`src/rtl/core/run_length_byte_decoder_defines.svh`:
```
// Assertion macros shared by the run-length byte decoder modules.
`ifndef RUN_LENGTH_BYTE_DECODER_DEFINES_SVH
`define RUN_LENGTH_BYTE_DECODER_DEFINES_SVH

// Same-cycle implication, disabled while reset is high.
`define RLD_ASSERT_NOW(lbl, clk, rst, ante, cons, msg) \
   lbl: assert property (@(posedge clk) disable iff (rst) (ante) |-> (cons)) else $error(msg);

// Next-cycle implication, disabled while reset is high.
`define RLD_ASSERT_NEXT(lbl, clk, rst, ante, cons, msg) \
   lbl: assert property (@(posedge clk) disable iff (rst) (ante) |=> (cons)) else $error(msg);

`endif

```
`src/rtl/core/rld_pkg.sv`:
```
// Shared types and constants of the run-length byte decoder.
`default_nettype none
package rld_pkg;

   localparam int unsigned LimitWidth = 32;
   localparam int unsigned ByteWidth  = 8;
   localparam int unsigned CountWidth = 7;
   localparam int unsigned PairWidth  = 16;
   localparam int unsigned VcntWidth  = 2;
   localparam int unsigned CsrAddrWidth = 3;
   localparam int unsigned RspDataWidth = 24;

   // Register map.
   localparam logic [CsrAddrWidth-1:0] CSR_OUTPUT_LIMIT = 3'h0;

   // Control byte fields.
   localparam logic [ByteWidth-1:0]  RUN_FLAG   = 8'h80;
   localparam logic [ByteWidth-1:0]  COUNT_MASK = 8'h7F;

   // Decode phases.
   localparam logic [1:0] PH_CTRL   = 2'd0;
   localparam logic [1:0] PH_RUNVAL = 2'd1;
   localparam logic [1:0] PH_LIT    = 2'd2;

   // Controller states.
   localparam logic ST_IDLE = 1'b0;
   localparam logic ST_RUN  = 1'b1;

   // Commands from the controller to the datapath.
   typedef struct packed {
      logic take_item;
      logic emit_pair;
   } cmd_type;

   // Status from the datapath to the controller.
   typedef struct packed {
      logic out_free;
      logic start_run;
      logic last_pair;
   } status_type;

endpackage
`default_nettype wire

```
`src/rtl/core/rld_ctrl.sv`:
```
// Controller state machine of the run-length byte decoder.
`default_nettype none
`include "run_length_byte_decoder_defines.svh"
module rld_ctrl (
   input  wire                  clock,
   input  wire                  reset,
   input  wire                  req_tvalid,
   output logic                 req_tready,
   input  rld_pkg::status_type  status,
   output rld_pkg::cmd_type     cmd
);

   logic state_ff;
   logic state_in;

   always_comb begin
      state_in      = state_ff;
      req_tready    = 1'b0;
      cmd.take_item = 1'b0;
      cmd.emit_pair = 1'b0;
      unique case (state_ff)
         rld_pkg::ST_IDLE: begin
            req_tready    = status.out_free;
            cmd.take_item = req_tvalid && status.out_free;
            if (cmd.take_item && status.start_run) begin
               state_in = rld_pkg::ST_RUN;
            end
         end
         rld_pkg::ST_RUN: begin
            cmd.emit_pair = status.out_free;
            if (status.out_free && status.last_pair) begin
               state_in = rld_pkg::ST_IDLE;
            end
         end
         default: state_in = rld_pkg::ST_IDLE;
      endcase
   end

   always_ff @(posedge clock) begin
      if (reset) begin
         state_ff <= rld_pkg::ST_IDLE;
      end else begin
         state_ff <= state_in;
      end
   end

   `RLD_ASSERT_NOW(a_no_take_in_run, clock, reset, state_ff == rld_pkg::ST_RUN, !req_tready, "input taken during a run")
   `RLD_ASSERT_NEXT(a_run_ends, clock, reset, cmd.emit_pair && status.last_pair, state_ff == rld_pkg::ST_IDLE, "run did not end after its last pair")

endmodule
`default_nettype wire

```
`src/rtl/core/rld_dp.sv`:
```
// Datapath of the run-length byte decoder: decode state, run counter and result register.
`default_nettype none
`include "run_length_byte_decoder_defines.svh"
module rld_dp (
   input  wire                                  clock,
   input  wire                                  reset,
   input  wire  [rld_pkg::ByteWidth-1:0]        data_byte,
   input  wire                                  stream_end,
   input  wire  [rld_pkg::LimitWidth-1:0]       output_limit,
   input  rld_pkg::cmd_type                     cmd,
   output rld_pkg::status_type                  status,
   input  wire                                  rsp_tready,
   output logic                                 rsp_tvalid,
   output logic [rld_pkg::PairWidth-1:0]        out_pair,
   output logic [rld_pkg::VcntWidth-1:0]        out_valid_count,
   output logic                                 out_last,
   output logic                                 limit_reached
);

   logic [1:0]                      phase_ff, phase_in;
   logic [rld_pkg::CountWidth-1:0]  pend_ff, pend_in;
   logic [rld_pkg::LimitWidth-1:0]  prod_ff, prod_in;
   logic [rld_pkg::CountWidth-1:0]  run_len_ff, run_len_in;
   logic [rld_pkg::ByteWidth-1:0]   run_val_ff, run_val_in;
   logic                            run_end_ff, run_end_in;

   logic                            vld_ff, vld_in;
   logic [rld_pkg::PairWidth-1:0]   pair_ff, pair_in;
   logic [rld_pkg::VcntWidth-1:0]   vcnt_ff, vcnt_in;
   logic                            last_ff, last_in;
   logic                            lim_ff, lim_in;

   logic                            active;
   logic [rld_pkg::LimitWidth-1:0]  room;
   logic [rld_pkg::CountWidth-1:0]  run_len;
   logic                            two;
   logic [rld_pkg::LimitWidth-1:0]  prod_inc;

   // Bytes still allowed and the run length clipped to them.
   assign active  = prod_ff < output_limit;
   assign room    = output_limit - prod_ff;
   assign run_len = (room < {{(rld_pkg::LimitWidth-rld_pkg::CountWidth){1'b0}}, pend_ff})
                  ? room[rld_pkg::CountWidth-1:0] : pend_ff;
   assign two     = run_len_ff >= rld_pkg::CountWidth'(2);
   assign prod_inc = cmd.emit_pair
                   ? prod_ff + (two ? rld_pkg::LimitWidth'(2) : rld_pkg::LimitWidth'(1))
                   : prod_ff + rld_pkg::LimitWidth'(1);

   assign status.out_free  = !vld_ff || rsp_tready;
   assign status.start_run = active && (phase_ff == rld_pkg::PH_RUNVAL) && (run_len != '0);
   assign status.last_pair = run_len_ff <= rld_pkg::CountWidth'(2);

   always_comb begin
      phase_in   = phase_ff;
      pend_in    = pend_ff;
      prod_in    = prod_ff;
      run_len_in = run_len_ff;
      run_val_in = run_val_ff;
      run_end_in = run_end_ff;
      vld_in     = vld_ff && !rsp_tready;
      pair_in    = pair_ff;
      vcnt_in    = vcnt_ff;
      last_in    = last_ff;
      lim_in     = lim_ff;

      if (cmd.take_item) begin
         if (active) begin
            case (phase_ff)
               rld_pkg::PH_RUNVAL: begin
                  run_len_in = run_len;
                  run_val_in = data_byte;
                  run_end_in = stream_end;
                  phase_in   = rld_pkg::PH_CTRL;
                  pend_in    = '0;
               end
               rld_pkg::PH_LIT: begin
                  vld_in   = 1'b1;
                  pair_in  = {{(rld_pkg::PairWidth-rld_pkg::ByteWidth){1'b0}}, data_byte};
                  vcnt_in  = rld_pkg::VcntWidth'(1);
                  last_in  = 1'b1;
                  lim_in   = prod_inc == output_limit;
                  prod_in  = prod_inc;
                  pend_in  = pend_ff - rld_pkg::CountWidth'(1);
                  if (pend_in == '0) begin
                     phase_in = rld_pkg::PH_CTRL;
                  end
               end
               default: begin
                  pend_in = rld_pkg::CountWidth'(data_byte & rld_pkg::COUNT_MASK);
                  if ((data_byte & rld_pkg::RUN_FLAG) != '0) begin
                     phase_in = rld_pkg::PH_RUNVAL;
                  end else if (pend_in != '0) begin
                     phase_in = rld_pkg::PH_LIT;
                  end else begin
                     phase_in = rld_pkg::PH_CTRL;
                  end
               end
            endcase
         end
         // End of stream clears the state; a run in flight clears the byte count at its end.
         if (stream_end) begin
            phase_in = rld_pkg::PH_CTRL;
            pend_in  = '0;
            if (!status.start_run) begin
               prod_in = '0;
            end
         end
      end

      if (cmd.emit_pair) begin
         vld_in     = 1'b1;
         pair_in    = two ? {run_val_ff, run_val_ff}
                          : {{(rld_pkg::PairWidth-rld_pkg::ByteWidth){1'b0}}, run_val_ff};
         vcnt_in    = two ? rld_pkg::VcntWidth'(2) : rld_pkg::VcntWidth'(1);
         last_in    = status.last_pair;
         lim_in     = prod_inc == output_limit;
         run_len_in = two ? run_len_ff - rld_pkg::CountWidth'(2) : '0;
         prod_in    = (status.last_pair && run_end_ff) ? '0 : prod_inc;
      end
   end

   always_ff @(posedge clock) begin
      if (reset) begin
         phase_ff   <= rld_pkg::PH_CTRL;
         pend_ff    <= '0;
         prod_ff    <= '0;
         run_len_ff <= '0;
         run_end_ff <= 1'b0;
         vld_ff     <= 1'b0;
      end else begin
         phase_ff   <= phase_in;
         pend_ff    <= pend_in;
         prod_ff    <= prod_in;
         run_len_ff <= run_len_in;
         run_end_ff <= run_end_in;
         vld_ff     <= vld_in;
      end
   end

   always_ff @(posedge clock) begin
      run_val_ff <= run_val_in;
      pair_ff    <= pair_in;
      vcnt_ff    <= vcnt_in;
      last_ff    <= last_in;
      lim_ff     <= lim_in;
   end

   assign rsp_tvalid      = vld_ff;
   assign out_pair        = pair_ff;
   assign out_valid_count = vcnt_ff;
   assign out_last        = last_ff;
   assign limit_reached   = lim_ff;

   `RLD_ASSERT_NOW(a_emit_has_bytes, clock, reset, cmd.emit_pair, run_len_ff != '0, "pair emitted from an empty run")
   `RLD_ASSERT_NOW(a_vcnt_range, clock, reset, vld_ff, (vcnt_ff == 2'd1) || (vcnt_ff == 2'd2), "result byte count out of range")
   `RLD_ASSERT_NOW(a_one_source, clock, reset, cmd.take_item, !cmd.emit_pair, "input taken while a run emits")

endmodule
`default_nettype wire

```
`src/rtl/core/run_length_byte_decoder.sv`:
```
// Top level of the run-length byte decoder with its configuration register.
// Usage:
// Compressed bytes enter on the req_ stream, one byte per beat, with tlast set on
// the final byte of a stream. Decoded bytes leave on the rsp_ stream as results
// of one or two bytes each. A literal byte's result is loaded at the edge that
// accepts its beat and is presented in the next cycle; a new literal byte can be
// taken every cycle while the rsp_ side does not stall. A run value byte yields
// ceil(n/2) results, one per cycle unless the rsp_ side stalls, n being the run
// length clipped to the remaining output budget. The value beat loads the run
// counter and enters the run state, which loads the pairs. No input beat
// is taken until the last pair has been loaded. Control bytes yield no result.
// The output_limit register (APB, byte address 0) caps the decoded bytes per
// stream; once reached, input beats are taken and dropped until tlast. Write it
// only while the decoder is idle.
// A single result register sits between the decode logic and the rsp_ side, so a
// stall there holds the current result and blocks new work only when that
// register is still full. Reset clears the decode state, the byte count, the
// result valid flag and output_limit; the decoder is ready when reset is released.
`default_nettype none
module run_length_byte_decoder (
   input  wire                                 clock,
   input  wire                                 reset,
   // Input stream.
   input  wire                                 req_tvalid,
   output logic                                req_tready,
   input  wire  [7:0]                          req_tdata,   // [7:0] data_byte
   input  wire                                 req_tlast,   // stream_end
   // Result stream.
   output logic                                rsp_tvalid,
   input  wire                                 rsp_tready,
   output logic [rld_pkg::RspDataWidth-1:0]    rsp_tdata,   // [15:0] out_pair,
                                                            // [17:16] out_valid_count,
                                                            // [23:18] zero
   output logic                                rsp_tlast,   // out_last
   output logic                                rsp_tuser,   // limit_reached
   // Configuration port.
   input  wire                                 csr_psel,
   input  wire                                 csr_penable,
   input  wire                                 csr_pwrite,
   input  wire  [rld_pkg::CsrAddrWidth-1:0]    csr_paddr,
   input  wire  [31:0]                         csr_pwdata,
   output logic [31:0]                         csr_prdata,
   output logic                                csr_pready
);

   logic [rld_pkg::LimitWidth-1:0] limit_ff, limit_in;
   rld_pkg::cmd_type               cmd;
   rld_pkg::status_type            status;
   logic [rld_pkg::PairWidth-1:0]  out_pair;
   logic [rld_pkg::VcntWidth-1:0]  out_valid_count;

   // The register takes the write in the access phase; pready is tied high.
   assign csr_pready = 1'b1;

   always_comb begin
      limit_in = limit_ff;
      if (csr_psel && csr_penable && csr_pwrite && (csr_paddr == rld_pkg::CSR_OUTPUT_LIMIT)) begin
         limit_in = csr_pwdata;
      end
   end

   always_ff @(posedge clock) begin
      if (reset) begin
         limit_ff <= '0;
      end else begin
         limit_ff <= limit_in;
      end
   end

   // Reads return the limit at its address and zero elsewhere.
   assign csr_prdata = (csr_paddr == rld_pkg::CSR_OUTPUT_LIMIT) ? limit_ff : '0;

   rld_ctrl u_ctrl (
      .clock      (clock),
      .reset      (reset),
      .req_tvalid (req_tvalid),
      .req_tready (req_tready),
      .status     (status),
      .cmd        (cmd)
   );

   rld_dp u_dp (
      .clock           (clock),
      .reset           (reset),
      .data_byte       (req_tdata),
      .stream_end      (req_tlast),
      .output_limit    (limit_ff),
      .cmd             (cmd),
      .status          (status),
      .rsp_tready      (rsp_tready),
      .rsp_tvalid      (rsp_tvalid),
      .out_pair        (out_pair),
      .out_valid_count (out_valid_count),
      .out_last        (rsp_tlast),
      .limit_reached   (rsp_tuser)
   );

   assign rsp_tdata = {{(rld_pkg::RspDataWidth-rld_pkg::PairWidth-rld_pkg::VcntWidth){1'b0}},
                       out_valid_count, out_pair};

endmodule
`default_nettype wire
```
`config.mk`:
```
export PLATFORM = sky130hd
export DESIGN_NAME = run_length_byte_decoder
export DESIGN_NICKNAME = d
export VERILOG_FILES = /design/src/rtl/core/rld_pkg.sv /design/src/rtl/core/rld_ctrl.sv /design/src/rtl/core/rld_dp.sv /design/src/rtl/core/run_length_byte_decoder.sv
export VERILOG_INCLUDE_DIRS = /design/src /design/src/rtl/core
export SDC_FILE = /design/constraint.sdc
export NUM_CORES = 1
export LEC_CHECK = 0
export ABC_AREA = 1
export BUFFER_PORTS_ARGS = -buffer_cell sky130_fd_sc_hd__buf_2
export CAP_MARGIN = 25
export CORE_MARGIN = 1
export CORE_UTILIZATION = 50
export CTS_CLUSTER_SIZE = 20
export DETAILED_ROUTE_END_ITERATION = 16
export PLACE_DENSITY_LB_ADDON = 0.3
export SYNTH_ARGS = -nofsm -noshare
export SYNTH_HDL_FRONTEND = slang
export SYNTH_SLANG_ARGS = --single-unit
```
`constraint.sdc`:
```
create_clock -name clock -period 9.7 [get_ports clock]
set_clock_uncertainty 0.1 [all_clocks]
set_input_delay 0.485 -clock clock [delete_from_list [all_inputs] [get_ports clock]]
set_output_delay 0.485 -clock clock [all_outputs]
set_load 0.005 [all_outputs]
```
### Word level (Yosys, flattened, before mapping)

Index checks and enable logic that the tools add are counted.

* register bits: 111
* input port bits: 51
* output and inout bits: 61
* logic and storage cells: 107

* add/sub/neg operators: 5
* $lt $le $gt $ge: 4
* equal/unequal tests: 4
* muxes and demuxes: 53
* bitwise logic cells: 1
* reductions and logical operators: 27

Operators by type and width (number)
* 32-bit two-way mux: 9
* 16-bit two-way mux: 5
* 7-bit two-way mux: 8
* 32-bit by 1-bit adder with 32-bit output (second input constant): 1
* 32-bit adder: 1
* 32-bit == test: 1
* 32-bit less-than comparator: 1
* 32-bit by 7-bit less-than comparator with 1-bit output: 1
* 32-bit subtractor: 1
* 2-bit two-way mux: 11
* 1-bit two-way mux: 17
* 7-bit case mux with 2 select lines: 1
* 7-bit nonzero test: 2
* 3-bit AND reduction: 4
* 1-bit logical AND: 10
* 2-bit nonzero test: 5
* 7-bit by 2-bit >= comparator with 1-bit output (second input constant): 1
* 7-bit by 2-bit less-or-equal comparator with 1-bit output (second input constant): 1
* 7-bit zero test: 1
* 7-bit by 1-bit subtractor with 7-bit output (second input constant): 1
* 7-bit by 2-bit subtractor with 7-bit output (second input constant): 1
* 2-bit case mux with 2 select lines: 1
* 3-bit zero test: 1
* 3-bit by 2-bit != test with 1-bit output (second input constant): 1
* other kinds (7): 8

### Longest topological paths before layout

Gate-level depths: netlist (run 1).

* word-level depth: 10
* gate-level depth with buffers: 28
* mapped depth without buffers: 27

### By module

Synthesis (run 1) repeated with hierarchy kept, for this count alone.

* cell total of the unflattened synthesis: 1672
* area total of the unflattened synthesis: 10194.8 sq um

Modules (own cells, without submodules)
* rld_dp: instances 1, cells each 1370, area each 8404.3 sq um, seq. area each 1841.8 sq um
* run_length_byte_decoder: instances 1, cells each 290, area each 1725.4 sq um, seq. area each 640.6 sq um
* rld_ctrl: instances 1, cells each 12, area each 65.1 sq um, seq. area each 20.0 sq um

### Worst setup path after synthesis (run 1)

Ideal clock, no wire load.

* path kind: input to register
* start point: input port rsp_tready
* end point: register u_dp.lim_ff, in the netlist u_dp.limit_reached, data pin
* setup time: 0.138 ns
* arrival: 3.909 ns
* required time: 9.462 ns
* setup slack: 5.552 ns
* stages: 20
* buffers on the path: 0
* path through: nor2_1 > nor2_1 > inv_1 > a21oi_1 > clkinv_1 > ha_1 > fa_1 > nand2_1 > nor2_1 > nand2_1 > nor2_1 > nand3_1 > nor2_1 > nand3_1 > xor2_1 > xor2_1 > nand3_1 > nor4_1 > nand4_1 > nor2_1

* word-level cells in the longest chain between the ends: 8

RTL lines
* start: declaration: line run_length_byte_decoder.sv:30 `input wire rsp_tready,`
* 1-bit logical OR (*): line rld_dp.sv:49 `assign status.out_free = !vld_ff || rsp_tready;`
* 1-bit two-way mux (*): line rld_ctrl.sv:21 `unique case (state_ff)`
* 32-bit two-way mux: line rld_dp.sv:46 `? prod_ff + (two ? rld_pkg::LimitWidth'(2) : rld_pkg::LimitWidth'(1))`
* 32-bit == test: line rld_dp.sv:81, rld_dp.sv:116
* 1-bit two-way mux: line rld_dp.sv:68 `case (phase_ff)`
* 1-bit two-way mux: line rld_dp.sv:67 `if (active) begin`
* 1-bit two-way mux: line rld_dp.sv:66 `if (cmd.take_item) begin`
* 1-bit two-way mux (*): line rld_dp.sv:110 `if (cmd.emit_pair) begin`
* via u_dp.lim_in: line rld_dp.sv:31 `logic lim_ff, lim_in;`
* end signal: assignment: line rld_dp.sv:145 `lim_ff <= lim_in;`
* end: declaration: line rld_dp.sv:31

The timed path passes the listed nets; every way through them passes the cells marked *. The select of a mux whose other input is x is not followed.
A chain may end at the register's enable or synchronous reset.

### Final worst setup path (run 1)

* start point: register u_ctrl.state_ff
* end point: register u_dp.lim_ff, in the netlist u_dp.limit_reached, data pin

* word-level cells in the longest chain between the ends: 7

RTL lines
* start: declaration: line rld_ctrl.sv:13 `logic state_ff;`
* start signal: assignment: line rld_ctrl.sv:41 `state_ff <= rld_pkg::ST_IDLE;`
* start signal: assignment: line rld_ctrl.sv:43 `state_ff <= state_in;`
* 1-bit two-way mux (*): line rld_ctrl.sv:21
* 32-bit two-way mux: line rld_dp.sv:46
* 32-bit == test: line rld_dp.sv:81, rld_dp.sv:116
* 1-bit two-way mux: line rld_dp.sv:68
* 1-bit two-way mux: line rld_dp.sv:67
* 1-bit two-way mux: line rld_dp.sv:66
* 1-bit two-way mux (*): line rld_dp.sv:110
* via u_dp.lim_in: line rld_dp.sv:31

Marked as above.

==> impl_metrics.json, run 1 <==
{
  "place.gp.congestion": 0.982,
  "p_per_area_nw_per_um2": 117,
  "first_pass_grt_wire_length_um": 44800,
  "design.core.area_sq_um": 18900,
  "ys.warnings.count": 0,
  "finalSetupViolCount": 0,
  "cts.sink_count": 111,
  "io-pin-count": 112,
  "post-cts-setup-buffer-count": 0,
  "via_count": 10007,
  "final_wl_um": 27600,
  "cts_tree": "built",
  "p_clk_frac": 0.316,
  "netlist_top_cells_count": "347 x sky130_fd_sc_hd__nand2_1, 274 x sky130_fd_sc_hd__inv_1, 163 x sky130_fd_sc_hd__nor2_1",
  "antenna_violating_nets_post_route": 0,
  "row_count": 50,
  "worst_path_largest_cell_delay_ns": 0.80,
  "timing_worst_setup_path_type": "flip-flop to flip-flop",
  "synth.largest_area_cell": "sky130_fd_sc_hd__dfxtp_1",
  "timing.reg2reg.setup_slack_ns": 3.93,
  "post_synth_instance_area_sq_um": 9740,
  "post-place-cells": 1864,
  "whs_endpoint": "u_dp.run_val_ff[3]",
  "detailedPlacementHpwl_um": 21500,
  "ys_top_cells_by_area": "sky130_fd_sc_hd__dfxtp_1 17%, sky130_fd_sc_hd__nand2_1 13%, sky130_fd_sc_hd__inv_1 11%",
  "io_buffer_count": 104,
  "sequential_element_share_of_the_synthesized_area": 0.257,
  "start_util": 0.515,
  "critical_path.most_common_cell": "sky130_fd_sc_hd__nor2_1",
  "yosys_register_bits": 111,
  "die_y_um": 142,
  "endpoint_required_time_on_the_critical_path_ns": 9.83,
  "p_int_mw": 0.801,
  "cap_viol_max_count": 0,
  "syn-instance-count": 1532,
  "grt_start_max_net_pins": 70,
  "synth_area_per_cell_sq_um": 6.36,
  "fillerInstances": 1873,
  "final_core_util": 0.568,
  "synth-edff-count": 28,
  "yosysTopAreaCellShare": 0.171,
  "diodes": 0,
  "hold_path_class": "input port to flip-flop",
  "cts.htree.levels": 3,
  "r2r_cells": 22,
  "r2r-start": "u_ctrl.state_ff",
  "rsz0062_at_grt": "no",
  "top_count_cell_post_synth": "sky130_fd_sc_hd__nand2_1",
  "synthArstFlopShare": 0,
  "critical-path-top-delay-family": "simple AND/OR/NAND/NOR gates",
  "cts_hold_buf": 0,
  "grt-ovfl-total": 0,
  "hold-path-cell-count": 1,
  "finish.net_count": 1715,
  "period_needed_ns": 5.77,
  "skew_pair_late_insertion_delay_ns": 0.38,
  "first_drt_pass_iteration_count": 5,
  "cpMaxStageDelayCell": "sky130_fd_sc_hd__nor2_1",
  "setup-tns-final_ns": 0,
  "power.switching_mw": 0.460,
  "tightestPinTransition_ns": 1.06,
  "area.growth.synth_to_final_pct": 10.3,
  "hold_viol": 0,
  "p_leak_nw": 5.20,
  "crit_path_cell_trace": "inv_1 > nor2_1 > inv_1 > a21oi_1 > clkinv_1 > ha_1 > fa_1 > nand2_1 > nor2_1 > nand2_1 > nor2_1 > nand4_1 > inv_1 > nand3_1 > nor4_1 > xor2_1 > xor2_1 > nor2_1 > nand4_1 > nor2_1 > nand3_1 > nor2_1",
  "cts_max_path_buffers": 2,
  "drc_errors": 0,
  "grt_use_total": 0.280,
  "timing.critical_path.from_type": "flip-flop",
  "die_width_um": 142,
  "seq_power_share": 0.399,
  "grt_pass1_vias": 8932,
  "worst-path-buf-inv": 4,
  "fp.dieArea_sq_um": 20000,
  "cp_data_arrival_time_ns": 5.90,
  "pwr-share-comb": 0.285,
  "fraction_of_final_layout_cells_sized_beyond_drive_strength_1": 0.146,
  "routed_via_density": 5.32,
  "relSlewSlack": 0.290,
  "status": "completed",
  "tritoncts.num_buffers": 9,
  "worstReg2RegEnd": "u_dp.limit_reached",
  "critical_path.max_fanout": 19,
  "distinct_cell_type_count_of_the_synthesized_netlist": 52,
  "drt_iter0_markers": 965,
  "clock-root-buffer": "sky130_fd_sc_hd__clkbuf_16",
  "final_critical_path_share_of_the_clock_period": 0.595,
  "min-delay-start": "req_tdata[3]",
  "fin_cells": 1882,
  "grt_antenna_before_repair": 0,
  "switching_share": 0.365,
  "route.detailed.wl_per_inst_um": 14.7,
  "clk_pin_slew_ns": 0.09,
  "irDropWorstVdd_mv": 0.0830,
  "ctsResizeCount": 0,
  "achievable-frequency_mhz": 173,
  "finalMaxSlewViolations": 0,
  "worstSetupEndpointType": "flip-flop",
  "primary_flip_flop_cell_chosen_by_synthesis_mapping": "sky130_fd_sc_hd__dfxtp_1"
}
==> state kept, by name (all words and copies together) (netlist names) <==
signal	cells
u_dp.run_end_ff	1
u_dp.rsp_tvalid	1
u_dp.run_val_ff	8
u_dp.out_pair	16
u_dp.prod_ff	32
limit_ff	32
u_dp.out_valid_count	2
u_ctrl.state_ff	1
u_dp.phase_ff	2
u_dp.pend_ff	7
u_dp.run_len_ff	7
u_dp.out_last	1
u_dp.limit_reached	1
==> power groups by stage <==
stage / sequential [mW] / clock [mW] / combinational, mW
after floorplan: 0.509 / 0 / 0.273
after global placement: 0.513 / 0 / 0.343
after detailed placement: 0.513 / 0 / 0.350
after CTS: 0.503 / 0.405 / 0.353
after global routing: 0.505 / 0.423 / 0.403
final: 0.503 / 0.399 / 0.359
==> worst max-delay path by stage <==
stage / cells after the start / start / slack, ns / to
6_report: 22 / u_ctrl.state_ff / 3.93 / u_dp.limit_reached
5_1_grt: 21 / u_dp.rsp_tvalid / 3.47 / u_dp.limit_reached
4_1_cts: 23 / u_dp.rsp_tvalid / 4.06 / u_dp.limit_reached
3_5_place_dp: 23 / rsp_tready / 3.86 / u_dp.limit_reached
3_3_place_gp: 23 / rsp_tready / 4.11 / u_dp.limit_reached
2_1_floorplan: 20 / rsp_tready / 5.55 / u_dp.limit_reached
==> worst register-to-register path, cell delays in order, from the launching register on <==
cell	delay [ns]
sky130_fd_sc_hd__dfxtp_1	0.36
sky130_fd_sc_hd__inv_1	0.05
sky130_fd_sc_hd__nor2_1	0.80
sky130_fd_sc_hd__inv_1	0.46
sky130_fd_sc_hd__a21oi_1	0.78
sky130_fd_sc_hd__clkinv_1	0.56
sky130_fd_sc_hd__ha_1	0.38
sky130_fd_sc_hd__fa_1	0.40
sky130_fd_sc_hd__nand2_1	0.10
sky130_fd_sc_hd__nor2_1	0.04
sky130_fd_sc_hd__nand2_1	0.09
sky130_fd_sc_hd__nor2_1	0.11
sky130_fd_sc_hd__nand4_1	0.13
sky130_fd_sc_hd__inv_1	0.08
sky130_fd_sc_hd__nand3_1	0.11
sky130_fd_sc_hd__nor4_1	0.07
sky130_fd_sc_hd__xor2_1	0.25
sky130_fd_sc_hd__xor2_1	0.12
sky130_fd_sc_hd__nor2_1	0.10
sky130_fd_sc_hd__nand4_1	0.09
sky130_fd_sc_hd__nor2_1	0.17
sky130_fd_sc_hd__nand3_1	0.15
sky130_fd_sc_hd__nor2_1	0.11
==> through the flow <==
stage,total power [mW],hold WS (ns),worst slack [ns],instance area [sq um]
finish,1.26,0.194,3.93,10700
global route,1.33,0.194,3.47,10700
CTS,1.26,0.188,4.06,10700
detailed placement,0.863,0.361,3.86,10400
global placement,0.856,0.355,4.11,10400
floorplan,0.782,0.330,5.55,9760
==> cell families after synthesis <==
group,Yosys count,synth area share
buffers and inverters,323,0.139
XOR/XNOR,61,0.0556
other,2,0.000771
AO/OA/AOI/OAI,274,0.161
flip-flops,111,0.257
AND/OR/NAND/NOR,714,0.325
adder cells (fa/ha/maj),47,0.0619
==> cell usage in the layout, fill, tap and decap left out, types with 47 or more instances in the layout <==
| cell | Yosys | routed |
|---|---|---|
| sky130_fd_sc_hd__nand2_1 | 347 | 347 |
| sky130_fd_sc_hd__inv_1 | 274 | 273 |
| sky130_fd_sc_hd__nor2_1 | 163 | 163 |
| sky130_fd_sc_hd__o21ai_0 | 108 | 107 |
| sky130_fd_sc_hd__buf_2 | 0 | 104 |
| sky130_fd_sc_hd__a21oi_1 | 84 | 84 |
| sky130_fd_sc_hd__dfxtp_1 | 83 | 83 |
| sky130_fd_sc_hd__nand3_1 | 65 | 65 |
| sky130_fd_sc_hd__xor2_1 | 56 | 56 |
| sky130_fd_sc_hd__nand2_2 | 47 | 47 |
==> layer usage <==
| layer | track usage | share of wire | vias up |
|---|---|---|---|
| met1 | 0.407 | 0.48 | 4519 |
| li1 | - | - | 5064 |
| met4 | 0.0696 | 0.016 | 0 |
| met3 | 0.0317 | 0.066 | 36 |
| met2 | 0.439 | 0.44 | 388 |
| met5 | 0 | 0 | - |
==> area by class of cell <==
type	count	area [sq um]	share of cell area
sequential	111	2500	0.233
timing repair buffer	114	643	0.0599
clock inverter	7	91.3	0.00851
clock buffer	9	225	0.0210
tap	260	325	0.0303
inverter	278	1040	0.0972
multi-input combinational	1103	5910	0.550
Power figures use the tool's default switching activity.
==> inputs of run 2 (changes only) <==
Clock period 9.7 ns to 5.74 ns, I/O delays scaled along.
==> impl_metrics.json, run 2 (synthesis gave the netlist of run 1 again) <==
{
  "status": "completed",
  "timing.critical_path.from_type": "flip-flop",
  "area.growth.synth_to_final_pct": 10.8,
  "drc_errors": 0,
  "irDropWorstVdd_mv": 0.137,
  "endpoint_required_time_on_the_critical_path_ns": 5.87,
  "tritoncts.num_buffers": 9,
  "detailedPlacementHpwl_um": 21600,
  "p_leak_nw": 5.23,
  "cp_data_arrival_time_ns": 5.09,
  "final_critical_path_share_of_the_clock_period": 0.864,
  "clock-root-buffer": "sky130_fd_sc_hd__clkbuf_16",
  "hold_path_class": "input port to flip-flop",
  "cts_tree": "built",
  "relSlewSlack": 0.409,
  "period_needed_ns": 4.96,
  "start_util": 0.515,
  "worstSetupEndpointType": "flip-flop",
  "clk_pin_slew_ns": 0.08,
  "post-place-cells": 1865,
  "fp.dieArea_sq_um": 20000,
  "fraction_of_final_layout_cells_sized_beyond_drive_strength_1": 0.146,
  "fin_cells": 1886,
  "hold-path-cell-count": 1,
  "grt-ovfl-total": 0,
  "ctsResizeCount": 0,
  "tightestPinTransition_ns": 0.886,
  "cap_viol_max_count": 0,
  "finalSetupViolCount": 0,
  "cts_hold_buf": 3,
  "place.gp.congestion": 0.969,
  "whs_endpoint": "u_dp.run_val_ff[1]",
  "cts_max_path_buffers": 2,
  "crit_path_cell_trace": "inv_1 > nor2_1 > nor2_1 > buf_4 > inv_1 > a21oi_1 > clkinv_1 > ha_1 > fa_1 > nand2_1 > nor2_1 > nand2_1 > nor2_1 > nand4_1 > inv_1 > nand3_1 > nor4_1 > xor2_1 > xor2_1 > nor2_1 > nand4_1 > nor2_1 > nand3_1 > nor2_1",
  "diodes": 0,
  "antenna_violating_nets_post_route": 0,
  "setup-tns-final_ns": 0,
  "cts.sink_count": 111,
  "row_count": 50,
  "grt_start_max_net_pins": 70,
  "drt_iter0_markers": 659,
  "routed_via_density": 5.31,
  "post-cts-setup-buffer-count": 0,
  "timing.reg2reg.setup_slack_ns": 0.78,
  "grt_antenna_before_repair": 0,
  "multi_input_comb_area_sq_um": 5910,
  "die_width_um": 142,
  "worstReg2RegEnd": "u_dp.limit_reached",
  "worst-path-buf-inv": 5,
  "grt_pass1_vias": 8980,
  "r2r-start": "u_dp.rsp_tvalid",
  "fillerInstances": 1897,
  "grt_use_total": 0.284,
  "rsz0062_at_grt": "no",
  "first_pass_grt_wire_length_um": 45300,
  "min-delay-start": "req_tdata[1]",
  "r2r_cells": 24,
  "die_y_um": 142,
  "first_drt_pass_iteration_count": 6,
  "route.detailed.wl_per_inst_um": 14.8,
  "sequential_cell_area_sq_um": 2500,
  "via_count": 10024,
  "worst_path_largest_cell_delay_ns": 0.75,
  "design.core.area_sq_um": 18900,
  "finalMaxSlewViolations": 0,
  "skew_pair_late_insertion_delay_ns": 0.37,
  "finish.net_count": 1719,
  "io-pin-count": 112,
  "critical_path.most_common_cell": "sky130_fd_sc_hd__nor2_1",
  "mostFrequentLayoutCell": "sky130_fd_sc_hd__nand2_1",
  "cpMaxStageDelayCell": "sky130_fd_sc_hd__a21oi_1",
  "p_per_area_nw_per_um2": 200,
  "timing_worst_setup_path_type": "flip-flop to flip-flop",
  "cts.htree.levels": 3,
  "mostFrequentLayoutCells": "347 x sky130_fd_sc_hd__nand2_1, 273 x sky130_fd_sc_hd__inv_1, 163 x sky130_fd_sc_hd__nor2_1",
  "io_buffer_count": 104,
  "critical_path.max_fanout": 19,
  "critical-path-top-delay-family": "simple AND/OR/NAND/NOR gates",
  "hold_viol": 0,
  "achievable-frequency_mhz": 202,
  "final_wl_um": 27900
}
## run 2: per-stage QoR
step | setup WS (ns) | instance area, sq um | total power [mW] | hold WS [ns] | utilization
finish | 0.781 | 10800 | 2.15 | 0.00357 | 0.571
global route | 0.302 | 10800 | 2.27 | 0.000472 | 0.571
CTS | 0.845 | 10700 | 2.16 | 0.00132 | 0.569
detailed placement | 0.913 | 10400 | 1.46 | 0.360 | 0.550
global placement | 1.02 | 10400 | 1.45 | 0.352 | 0.548
floorplan | 1.73 | 9760 | 1.32 | 0.286 | -
## run 2: report_power, final
group | leakage (nW) | switching (mW) | internal (mW) | total [mW]
combinational | 4.13 | 0.398 | 0.209 | 0.607
clock | 0.161 | 0.341 | 0.357 | 0.697
sequential | 0.929 | 0.0270 | 0.824 | 0.851
total | 5.23 | 0.766 | 1.39 | 2.15
## run 2: cell type report
type                    count  area share
multi-input cells        1103       0.548
repair buffers            118      0.0628
well taps                 260      0.0302
clock inverters             7     0.00974
flip-flops and latches    111       0.232
inverters                 278      0.0967
clock buffers               9      0.0209
## run 2: metal layers
layer,wire length [um],global-route usage,part of all wire
met5,0,0,0
met4,487,0.0724,0.017
met3,2140,0.0557,0.077
met2,12400,0.443,0.44
met1,12900,0.400,0.46
## run 2: worst max path at each step
stage | start | end | slack [ns] | cells past startpoint
after floorplan | u_dp.rsp_tvalid | u_dp.limit_reached | 1.73 | 21
after global placement | rsp_tready | u_dp.limit_reached | 1.02 | 24
after detailed placement | rsp_tready | u_dp.limit_reached | 0.91 | 22
after CTS | u_dp.rsp_tvalid | u_dp.limit_reached | 0.84 | 22
after global routing | u_dp.rsp_tvalid | u_dp.limit_reached | 0.30 | 22
final | u_dp.rsp_tvalid | u_dp.limit_reached | 0.78 | 24
==> inputs of run 3 (changes only) <==
Settings changed: BUFFER_PORTS_ARGS -buffer_cell sky130_fd_sc_hd__buf_2 to not set, DONT_BUFFER_PORTS set to 1.
Clock period 5.74 ns to 5.9 ns, I/O delays scaled along.
==> impl_metrics.json, run 3 (synthesis gave the netlist of run 1 again) <==
{
  "io_buffer_count": 0,
  "achievable-frequency_mhz": 206,
  "pwr-share-comb": 0.287,
  "place.gp.congestion": 0.937,
  "rsz0062_at_grt": "no",
  "relSlewSlack": 0.474,
  "layout_setup_ws_ns": 1.05,
  "routed_via_density": 5.45,
  "r2r-start": "u_dp.rsp_tvalid",
  "io-pin-count": 112,
  "worst_path_largest_cell_delay_ns": 0.68,
  "tritoncts.num_buffers": 9,
  "r2r_cells": 24,
  "grt-ovfl-total": 0,
  "start_util": 0.515,
  "route.detailed.wl_per_inst_um": 15.2,
  "setup-tns-final_ns": 0,
  "cpMaxStageDelayCell": "sky130_fd_sc_hd__a21oi_1",
  "grt_start_max_net_pins": 70,
  "cts_max_path_buffers": 2,
  "cp_data_arrival_time_ns": 4.98,
  "seq_power_share": 0.412,
  "p_clk_frac": 0.301,
  "endpoint_required_time_on_the_critical_path_ns": 6.03,
  "final_wl_um": 27200,
  "critical_path.max_fanout": 19,
  "post-cts-setup-buffer-count": 0,
  "die_y_um": 142,
  "power.switching_mw": 0.721,
  "clock-root-buffer": "sky130_fd_sc_hd__clkbuf_16",
  "cap_viol_max_count": 0,
  "mostFrequentLayoutCell": "sky130_fd_sc_hd__nand2_1",
  "critical_path.startpoint": "u_dp.rsp_tvalid",
  "first_drt_pass_iteration_count": 5,
  "skew_pair_late_insertion_delay_ns": 0.37,
  "p_per_area_nw_per_um2": 195,
  "grt_use_total": 0.277,
  "cts_tree": "built",
  "critical-path-top-delay-family": "simple AND/OR/NAND/NOR gates",
  "p_leak_nw": 4.77,
  "tightestPinTransition_ns": 0.789,
  "finalSetupViolCount": 0,
  "die_width_um": 142,
  "row_count": 50,
  "drc_errors": 0,
  "period_needed_ns": 4.85,
  "worst_setup_path_endpoint": "u_dp.limit_reached",
  "antenna_violating_nets_post_route": 0,
  "irDropWorstVdd_mv": 0.144,
  "drt_iter0_markers": 735,
  "cts.htree.levels": 3,
  "timing.reg2reg.setup_slack_ns": 1.05,
  "fp.dieArea_sq_um": 20000,
  "worst-path-buf-inv": 5,
  "design.core.area_sq_um": 18900,
  "ctsResizeCount": 0,
  "timing.critical_path.from_type": "flip-flop",
  "fraction_of_final_layout_cells_sized_beyond_drive_strength_1": 0.0876,
  "crit_path_cell_trace": "inv_1 > nor2_1 > nor2_1 > buf_4 > inv_1 > a21oi_1 > clkinv_1 > ha_1 > fa_1 > nand2_1 > nor2_1 > nand2_1 > nor2_1 > nand4_1 > inv_1 > nand3_1 > nor4_1 > xor2_1 > xor2_1 > nor2_1 > nand4_1 > nor2_1 > nand3_1 > nor2_1",
  "finalMaxSlewViolations": 0,
  "timing_worst_setup_path_type": "flip-flop to flip-flop",
  "critical_path.most_common_cell": "sky130_fd_sc_hd__nor2_1",
  "clk_pin_slew_ns": 0.08,
  "hold_path_class": "input port to flip-flop",
  "grt_pass1_vias": 8684,
  "detailedPlacementHpwl_um": 21000,
  "dp_slack_ns": 1.13,
  "critical_path_depth": 24,
  "switching_share": 0.359,
  "first_pass_grt_wire_length_um": 44000,
  "via_count": 9745,
  "area.growth.synth_to_final_pct": 5.76,
  "final_critical_path_share_of_the_clock_period": 0.823,
  "status": "completed",
  "hold_viol": 0,
  "grt_antenna_before_repair": 0,
  "finish.net_count": 1622,
  "p_int_mw": 1.29,
  "diodes": 0,
  "mostFrequentLayoutCells": "347 x sky130_fd_sc_hd__nand2_1, 273 x sky130_fd_sc_hd__inv_1, 163 x sky130_fd_sc_hd__nor2_1",
  "cts.sink_count": 111,
  "worstReg2RegEnd": "u_dp.limit_reached",
  "worstSetupEndpointType": "flip-flop",
  "cts_hold_buf": 10,
  "fillerInstances": 1872
}
run 3: cell types whose count changed in the layout (fill, tap and decap cells not counted):
cell                            delta
sky130_fd_sc_hd__inv_8             -3
sky130_fd_sc_hd__dlygate4sd3_1     +7
sky130_fd_sc_hd__clkinv_4          -1
sky130_fd_sc_hd__bufinv_16         -1
sky130_fd_sc_hd__clkinv_8          -2
sky130_fd_sc_hd__buf_6             -1
sky130_fd_sc_hd__clkinv_2          +2
sky130_fd_sc_hd__buf_2           -104
sky130_fd_sc_hd__clkinvlp_4        +1
sky130_fd_sc_hd__inv_6             +4
sky130_fd_sc_hd__buf_16            +1
run 3: worst register-to-register path: cells and delay by family (launching register included):
kind / cells / cell delay (ns)
xor+xnor: 2 / 0.34
flops: 1 / 0.32
compound gates: 1 / 0.68
buf+inv: 5 / 1.11
simple gates: 14 / 1.39
fa+ha+maj: 2 / 0.78
run 3: cell type report:
cell class,count,area [sq um],share of cell area
multi-input cells,1103,5910,0.574
clock inverters,7,52.6,0.00510
repair buffers,21,243,0.0236
inverters,278,1040,0.101
flip-flops and latches,111,2500,0.243
clock buffers,9,225,0.0219
well taps,260,325,0.0316
run 3: per-layer routing:
metal	vias to the layer above	GRT usage	part of all wire
met3	36	0.0449	0.075
li1	4875	-	-
met2	399	0.432	0.44
met1	4435	0.392	0.46
met4	0	0.0792	0.018
met5	-	0	0
run 3: worst min path at each step:
stage / startpoint / endpoint / slack, ns / cells after the start
after CTS: csr_pwdata[31] / limit_ff[31] / 0.01 / 2
after floorplan: req_tdata[0] / u_dp.run_val_ff[0] / 0.29 / 0
after global placement: reset / u_dp.rsp_tvalid / 0.27 / 1
after detailed placement: reset / u_dp.rsp_tvalid / 0.27 / 1
final: csr_pwdata[19] / limit_ff[19] / 0.02 / 2
after global routing: csr_pwdata[19] / limit_ff[19] / 0.03 / 2
run 3: power groups by stage:
stage               Combinational, mW  Clock [mW]  Sequential (mW)
floorplan                       0.448           0            0.837
global placement                0.546           0            0.844
finish                          0.576       0.604            0.828
detailed placement              0.555           0            0.845
global route                    0.649       0.643            0.831
CTS                             0.565       0.614            0.827
run 3: metrics by stage:
step	instances	hold WS [ns]	instance area, sq um	utilization	total power, mW
final	1789	0.0207	10300	0.545	2.01
after global placement	1760	0.266	9840	0.521	1.39
after global routing	1789	0.0290	10300	0.545	2.12
after CTS	1787	0.0145	10200	0.542	2.01
after detailed placement	1761	0.269	9870	0.522	1.40
after floorplan	1537	0.294	9760	-	1.28
